## src/rtl/stg_pkg.sv

```systemverilog
`timescale 1ns / 1ps

package stg_pkg;

  // Configuration register indexes.
  typedef enum logic [1:0] {
    CFG_RELEASE_SAMPLES = 2'd0,
    CFG_AMPLITUDE       = 2'd1,
    CFG_LOWPASS_COEFF   = 2'd2,
    CFG_SAMPLE_RATE     = 2'd3
  } cfg_reg_t;

  // Register reset values.
  localparam logic [15:0] RELEASE_SAMPLES_RST = 16'd1800;
  localparam logic [14:0] AMPLITUDE_RST       = 15'd8000;
  localparam logic [15:0] LOWPASS_COEFF_RST   = 16'd29950;
  localparam logic [16:0] SAMPLE_RATE_RST     = 17'd44100;

  // Enables from the pipeline control to the filter datapath.
  typedef struct packed {
    logic load_term;
    logic update;
  } lpf_ctl_t;

endpackage

```

## src/rtl/stg_osc.sv

```systemverilog
`timescale 1ns / 1ps

module stg_osc
  import stg_pkg::*;
(
  input  logic               clk,
  input  logic               rst_n,
  input  logic               step,
  input  logic               speaker_on,
  input  logic [15:0]        tone_freq,
  input  logic [15:0]        release_samples,
  input  logic [14:0]        amplitude,
  input  logic [16:0]        sample_rate,
  output logic signed [15:0] raw
);

  logic [15:0]        release_left_r, release_left_nxt;
  logic [16:0]        phase_r, phase_nxt;
  logic signed [15:0] raw_r, raw_nxt;
  logic [16:0]        modulus;
  logic [16:0]        step_val;
  logic [17:0]        sum;
  logic [17:0]        wrap1;
  logic               playing;

  // Release counter and square-wave phase for the current transfer.
  always_comb begin
    modulus          = (sample_rate == 17'd0) ? 17'd1 : sample_rate;
    release_left_nxt = release_left_r;
    playing          = 1'b0;
    if (speaker_on) begin
      release_left_nxt = release_samples;
      playing          = 1'b1;
    end else if (release_left_r != 16'd0) begin
      release_left_nxt = release_left_r - 16'd1;
      playing          = 1'b1;
    end

    // The phase step saturates just below the modulus.
    step_val = ({1'b0, tone_freq} > (modulus - 17'd1)) ? (modulus - 17'd1)
                                                        : {1'b0, tone_freq};
    sum   = {1'b0, phase_r} + {1'b0, step_val};
    wrap1 = (sum >= {1'b0, modulus}) ? (sum - {1'b0, modulus}) : sum;
    if (wrap1 >= {1'b0, modulus}) begin
      wrap1 = 18'd0;
    end

    phase_nxt = phase_r;
    raw_nxt   = 16'sd0;
    if (playing && (tone_freq != 16'd0)) begin
      phase_nxt = wrap1[16:0];
      if ({phase_r, 1'b0} < {1'b0, modulus}) begin
        raw_nxt = $signed({1'b0, amplitude});
      end else begin
        raw_nxt = -$signed({1'b0, amplitude});
      end
    end
  end

  always_ff @(posedge clk) begin
    if (!rst_n) begin
      release_left_r <= 16'd0;
      phase_r        <= 17'd0;
    end else if (step) begin
      release_left_r <= release_left_nxt;
      phase_r        <= phase_nxt;
    end
  end

  // Raw square value, held for the filter stage.
  always_ff @(posedge clk) begin
    if (step) begin
      raw_r <= raw_nxt;
    end
  end

  assign raw = raw_r;

endmodule

```

## src/rtl/stg_lpf.sv

```systemverilog
`timescale 1ns / 1ps

module stg_lpf
  import stg_pkg::*;
#(
  parameter int FILTER_FRAC_BITS = 16
) (
  input  logic               clk,
  input  logic               rst_n,
  input  lpf_ctl_t           ctl,
  input  logic signed [15:0] raw,
  input  logic [15:0]        lowpass_coeff,
  output logic signed [15:0] sample
);

  localparam int ACC_W = ((32 + FILTER_FRAC_BITS > 48) ? 32 + FILTER_FRAC_BITS : 48) + 1;
  localparam int Q_W   = 33;

  logic [16:0]             one_minus_c;
  logic signed [33:0]      term_prod;
  logic signed [31:0]      term_r, term_nxt;
  logic signed [48:0]      fb_prod;
  logic signed [ACC_W-1:0] term_ext;
  logic signed [ACC_W-1:0] acc;
  logic signed [ACC_W-1:0] acc_shr;
  logic signed [31:0]      filter_r, filter_nxt;
  logic signed [Q_W-1:0]   biased;
  logic signed [Q_W-1:0]   quot;
  logic signed [15:0]      sample_r, sample_nxt;

  // Input weight: (1 - c) * raw, registered ahead of the feedback loop.
  always_comb begin
    one_minus_c = 17'h10000 - {1'b0, lowpass_coeff};
    term_prod   = $signed({1'b0, one_minus_c}) * raw;
    term_nxt    = term_prod[31:0];
  end

  always_ff @(posedge clk) begin
    if (ctl.load_term) begin
      term_r <= term_nxt;
    end
  end

  // Feedback multiply-add, floor shift by 16 and 32-bit saturation.
  always_comb begin
    fb_prod  = $signed({1'b0, lowpass_coeff}) * filter_r;
    term_ext = ACC_W'(term_r) <<< FILTER_FRAC_BITS;
    acc      = term_ext + ACC_W'(fb_prod);
    acc_shr  = acc >>> 16;
    if ((&acc_shr[ACC_W-1:31]) || !(|acc_shr[ACC_W-1:31])) begin
      filter_nxt = acc_shr[31:0];
    end else if (acc_shr[ACC_W-1]) begin
      filter_nxt = 32'sh8000_0000;
    end else begin
      filter_nxt = 32'sh7fff_ffff;
    end

    // Integer part, truncated toward zero, saturated to 16 bits.
    biased = Q_W'(filter_nxt);
    if (filter_nxt[31]) begin
      biased = biased + $signed(Q_W'((64'd1 << FILTER_FRAC_BITS) - 64'd1));
    end
    quot = biased >>> FILTER_FRAC_BITS;
    if ((&quot[Q_W-1:15]) || !(|quot[Q_W-1:15])) begin
      sample_nxt = quot[15:0];
    end else if (quot[Q_W-1]) begin
      sample_nxt = 16'sh8000;
    end else begin
      sample_nxt = 16'sh7fff;
    end
  end

  always_ff @(posedge clk) begin
    if (!rst_n) begin
      filter_r <= 32'sd0;
    end else if (ctl.update) begin
      filter_r <= filter_nxt;
    end
  end

  always_ff @(posedge clk) begin
    if (ctl.update) begin
      sample_r <= sample_nxt;
    end
  end

  assign sample = sample_r;

endmodule

```

## src/rtl/speaker_tone_generator.sv

```systemverilog
`timescale 1ns / 1ps

// Square-wave tone generator with a one-pole low-pass output filter. Each input
// transfer is one audio sample tick and produces exactly one signed 16-bit
// sample. The block takes one tick per clock cycle; a sample is presented once
// its tick has passed the oscillator register, the input-weight multiply
// register, then the filter and output register. The rate is set by the filter
// feedback loop, a single 16x32 multiply-add. The whole pipeline stalls only
// while the output register holds a sample that is not taken.
// Configuration must be written through the cfg port only while no tick is in
// flight; the block itself does not enforce this.

module speaker_tone_generator
  import stg_pkg::*;
#(
  parameter int FILTER_FRAC_BITS = 16
) (
  input  logic               clk,
  input  logic               rst_n,

  input  logic               in_valid,
  output logic               in_ready,
  input  logic               in_speaker_on,
  input  logic [15:0]        in_tone_freq,

  output logic               out_valid,
  input  logic               out_ready,
  output logic signed [15:0] out_sample,

  input  logic               cfg_valid,
  output logic               cfg_ready,
  input  cfg_reg_t           cfg_index,
  input  logic [16:0]        cfg_data
);

  logic [15:0] release_samples_r;
  logic [14:0] amplitude_r;
  logic [15:0] lowpass_coeff_r;
  logic [16:0] sample_rate_r;

  logic        osc_valid_r;
  logic        term_valid_r;
  logic        out_valid_r;
  logic        advance;
  logic        accept;
  lpf_ctl_t    lpf_ctl;

  logic signed [15:0] raw;

  // Configuration register writes.
  assign cfg_ready = 1'b1;

  always_ff @(posedge clk) begin
    if (!rst_n) begin
      release_samples_r <= RELEASE_SAMPLES_RST;
      amplitude_r       <= AMPLITUDE_RST;
      lowpass_coeff_r   <= LOWPASS_COEFF_RST;
      sample_rate_r     <= SAMPLE_RATE_RST;
    end else if (cfg_valid) begin
      unique case (cfg_index)
        CFG_RELEASE_SAMPLES: release_samples_r <= cfg_data[15:0];
        CFG_AMPLITUDE:       amplitude_r       <= cfg_data[14:0];
        CFG_LOWPASS_COEFF:   lowpass_coeff_r   <= cfg_data[15:0];
        CFG_SAMPLE_RATE:     sample_rate_r     <= cfg_data;
        default: ;
      endcase
    end
  end

  // All stages move together unless the output sample is held.
  assign advance           = !out_valid_r || out_ready;
  assign in_ready          = advance;
  assign accept            = in_valid && advance;
  assign lpf_ctl.load_term = advance && osc_valid_r;
  assign lpf_ctl.update    = advance && term_valid_r;

  always_ff @(posedge clk) begin
    if (!rst_n) begin
      osc_valid_r  <= 1'b0;
      term_valid_r <= 1'b0;
      out_valid_r  <= 1'b0;
    end else if (advance) begin
      osc_valid_r  <= in_valid;
      term_valid_r <= osc_valid_r;
      out_valid_r  <= term_valid_r;
    end
  end

  stg_osc u_osc (
    .clk             (clk),
    .rst_n           (rst_n),
    .step            (accept),
    .speaker_on      (in_speaker_on),
    .tone_freq       (in_tone_freq),
    .release_samples (release_samples_r),
    .amplitude       (amplitude_r),
    .sample_rate     (sample_rate_r),
    .raw             (raw)
  );

  stg_lpf #(
    .FILTER_FRAC_BITS (FILTER_FRAC_BITS)
  ) u_lpf (
    .clk           (clk),
    .rst_n         (rst_n),
    .ctl           (lpf_ctl),
    .raw           (raw),
    .lowpass_coeff (lowpass_coeff_r),
    .sample        (out_sample)
  );

  assign out_valid = out_valid_r;

endmodule

```

## config.mk

```make
export PLATFORM = sky130hd
export DESIGN_NAME = speaker_tone_generator
export DESIGN_NICKNAME = d
export VERILOG_FILES = /design/src/rtl/stg_pkg.sv /design/src/rtl/stg_osc.sv /design/src/rtl/stg_lpf.sv /design/src/rtl/speaker_tone_generator.sv
export SDC_FILE = /design/constraint.sdc
export NUM_CORES = 2
export LEC_CHECK = 0
export ABC_AREA = 1
export BUFFER_PORTS_ARGS = -buffer_cell sky130_fd_sc_hd__buf_2
export CORE_ASPECT_RATIO = 0.6
export CORE_MARGIN = 8
export CORE_UTILIZATION = 55
export DETAILED_ROUTE_END_ITERATION = 16
export GPL_ROUTABILITY_DRIVEN = 0
export PLACE_DENSITY_LB_ADDON = 0.1
export SYNTH_ARGS = -nofsm -noshare
export SYNTH_HDL_FRONTEND = slang
export SYNTH_HIERARCHICAL = 1
export SYNTH_SLANG_ARGS = --single-unit
```

## constraint.sdc

```tcl
create_clock -name clk -period 13.1 [get_ports clk]
set_clock_uncertainty 0.1 [all_clocks]
set_input_delay 0 -clock clk [delete_from_list [all_inputs] [get_ports clk]]
set_output_delay 0 -clock clk [all_outputs]
set_load 0.005 [all_outputs]
```

==> metrics.md <==
| Metric | Value |
|---|---|
| Post-synthesis cell area | 0.0433 mm² |
| Synth Warn # | 6 |
| CP Launch Point | u_lpf/filter_r[31] |
| Initial drt markers | 4,264 |
| CTS Sinks | 196 |
| WS Path Type | register to register |
| Count leader, synth | inv_1 |
| Layout overhead on the synthesized area | 4.17% |
| Sequential cell area | 0.00457 mm² |
| Commonest cells in the synthesized netlist | inv_1 (1,640), nand2_1 (1,568), fa_1 (740), nor2_1 (393), ha_1 (330) |
| Core Area | 0.0777 mm² |
| Vias in the first global route | 36,000 |
| Residual DRC | 0 |
| # resized after CTS | 0 |
| Post-layout net count | 6,990 |
| Via Count | 37,000 |
| Syn_nets | 7,076 |
| Final hold violations | 0 |
| Dpl hpwl | 109,000 µm |
| Clock buffer count from CTS | 17 |
| Fmax | 100 MHz |
| Slowest stage delay, CP | 970 ps |
| Cell Count, Final, Fillers Out | 6,945 |
| Endpoint type of the worst setup path | register |
| Hold Startpoint | cfg_valid |
| Fillers | 7,495 |
| Global-route wire length before repair | 209,000 µm |
| Hold WC Path Type | input pin to register |
| Die height | 233 µm |
| H-tree Lvls | 4 |
| EDFF count, synth | 64 |
| Primary FF master, synth | dfxtp_1 |
| Cell taking the most area after synthesis | fa_1 |
| Initial antenna violation count | 0 |
| Syn_area_per_cell | 7.26 µm² |
| Crit-path slowest cell | inv_1 |
| Crit-path most repeated cell | nand2_1 |
| Clock transition at path regs | 80 ps |
| Clk root buf | clkbuf_16 |
| Via-to-Cell Ratio | 5.32 |
| Fin Hold WS | 41.4 ps |
| Std-Cell Rows | 79 |
| First-pass DRT Iterations | 8 |
| RSZ-0062 raised after global routing | no |
| Utilization after layout | 58.1% |
| Final period utilization | 76.2% |
| Hold Path Depth | 4 |
| Total GRT Usage | 30.4% |
| Layout cells sized above 1 | 3.80% |
| Fin. max-slew vios | 0 |
| PortBufs | 58 |
| Clock Latency Late Sink | 490 ps |
| Cells after synthesis | 5,965 |
| Arr. time, crit path | 10,120 ps |
| Post-synthesis async set-or-reset flop share | 0% |
| Worst-Margin Slew | 1220 ps |
| Distinct cells, synth | 61 |
| Ranking of synthesized cells by area | fa_1 (34%), inv_1 (14%), nand2_1 (14%), ha_1 (9.5%), dfxtp_1 (6.1%) |
| Post-DR wirelength/cell | 19.0 µm |
| Startpoint Class | register |
| Share of the synthesized area in the top cell type | 34.2% |
| Seq/Total Area, Yosys | 10.5% |
| Final setup fails | 0 |
| Setup TNS | 0 ps |
| R2r startpoint | u_lpf/filter_r[31] |
| I/O pins | 60 |
| CTS tree | yes |
| Status | finished, final reports clean |
| Max-Cap Viols | 0 |
| Max FO, Critical Path | 33 |
| Die extent in x | 378 µm |
| Reg2Reg Depth | 32 |
| Die area | 0.0883 mm² |
| DRT antenna net count | 0 |
| WP data required | 13,230 ps |
| Post-CTS Repair Setup Buffers | 0 |
| Max clock buf depth | 2 |
| #FFs+latches synth | 196 |
| Total grt overflow | 0 |
| Routed wire length | 132,000 µm |
| Antenna diode count | 0 |
| Placed cell count | 6,888 |
| Tightest slew margin relative to the limit | 18.4% |
| Starting density of the core | 55.7% |
| Multi-input gate area | 0.0316 mm² |
| Min Tclk post-route | 9980 ps |
| Pin count of the biggest net entering global routing | 80 |
## worst max-delay path, delay by kind of cell, from the launching register on
| kind | cells | cell delay, ps |
|---|---|---|
| AOI/OAI and AO/OA | 1 | 420 |
| adders and majority gates | 8 | 4240 |
| and+or+nand+nor | 15 | 2360 |
| xor gates and xnor gates | 1 | 200 |
| DFF | 1 | 840 |
| buffers and inverters | 7 | 1580 |
## sequential cells by signal (all words and copies together) (netlist names), 16 cells and up
| name | count |
|---|---|
| lowpass_coeff_r | 16 |
| u_lpf/term_r | 32 |
| u_osc/release_left_r | 16 |
| u_osc/phase_r | 17 |
| release_samples_r | 16 |
| u_osc/raw | 16 |
| u_lpf/sample | 16 |
| u_lpf/filter_r | 32 |
| sample_rate_r | 17 |
## layout make-up
class	instances	area share [%]
clock buffer	19	0.982
inverter	1662	13.8
multi-input combinational	3882	70.0
timing repair buffer	120	1.82
tap	1053	2.92
clock inverter	13	0.366
sequential	196	10.1
## timing repair
| item | in CTS | in global routing |
|---|---|---|
| hold endpoints to repair | 105 | 0 |
| hold buffers | 25 | 0 |
| endpoints found under the setup margin | 0 | 0 |
## placed cells by master (no fill, tap or decap), types with 31 or more instances in the layout
cell type,n
a21oi_1,176
buf_2,57
buf_4,38
dfxtp_1,131
edfxtp_1,64
fa_1,740
ha_1,330
inv_1,1640
nand2_1,1568
nand3_1,193
nand4_1,63
nor2_1,393
o21ai_0,88
xnor2_1,31
xor2_1,63
## final timing paths
kind	slack (ps)	end
max	3120	u_lpf/sample[1]
min	40	release_samples_r[3]
max reg2reg	3120	u_lpf/sample[1]
min reg2reg	370	release_samples_r[8]
## routing by layer
metal  part of all wire (%)  vias up  GRT usage, %
li1                       -    17200             -
met1                     48    17700          49.1
met2                     36     1971          39.0
met3                     14      106          10.4
met4                    1.1        0          4.34
met5                      0        -             0
## stage by stage
stage	area [µm²]	worst slack [ps]
2_1_floorplan	43300	5300
3_3_place_gp	44300	3590
3_5_place_dp	44300	3480
4_1_cts	45100	3470
5_1_grt	45100	2300
6_report	45100	3120
## cells by family after synthesis
family	after synthesis	share of synthesized area (%)
other	2	0.0173
adder cells (fa/ha/maj)	1070	43.7
AND/OR/NAND/NOR	2351	22.4
XOR/XNOR	94	1.90
buffers and inverters	1887	16.6
flip-flops	196	10.5
AO/OA/AOI/OAI	365	4.82
Power is left out: the tool's default activity adds up to more than one toggle a clock period on the data nets, which glitch-free logic cannot reach.
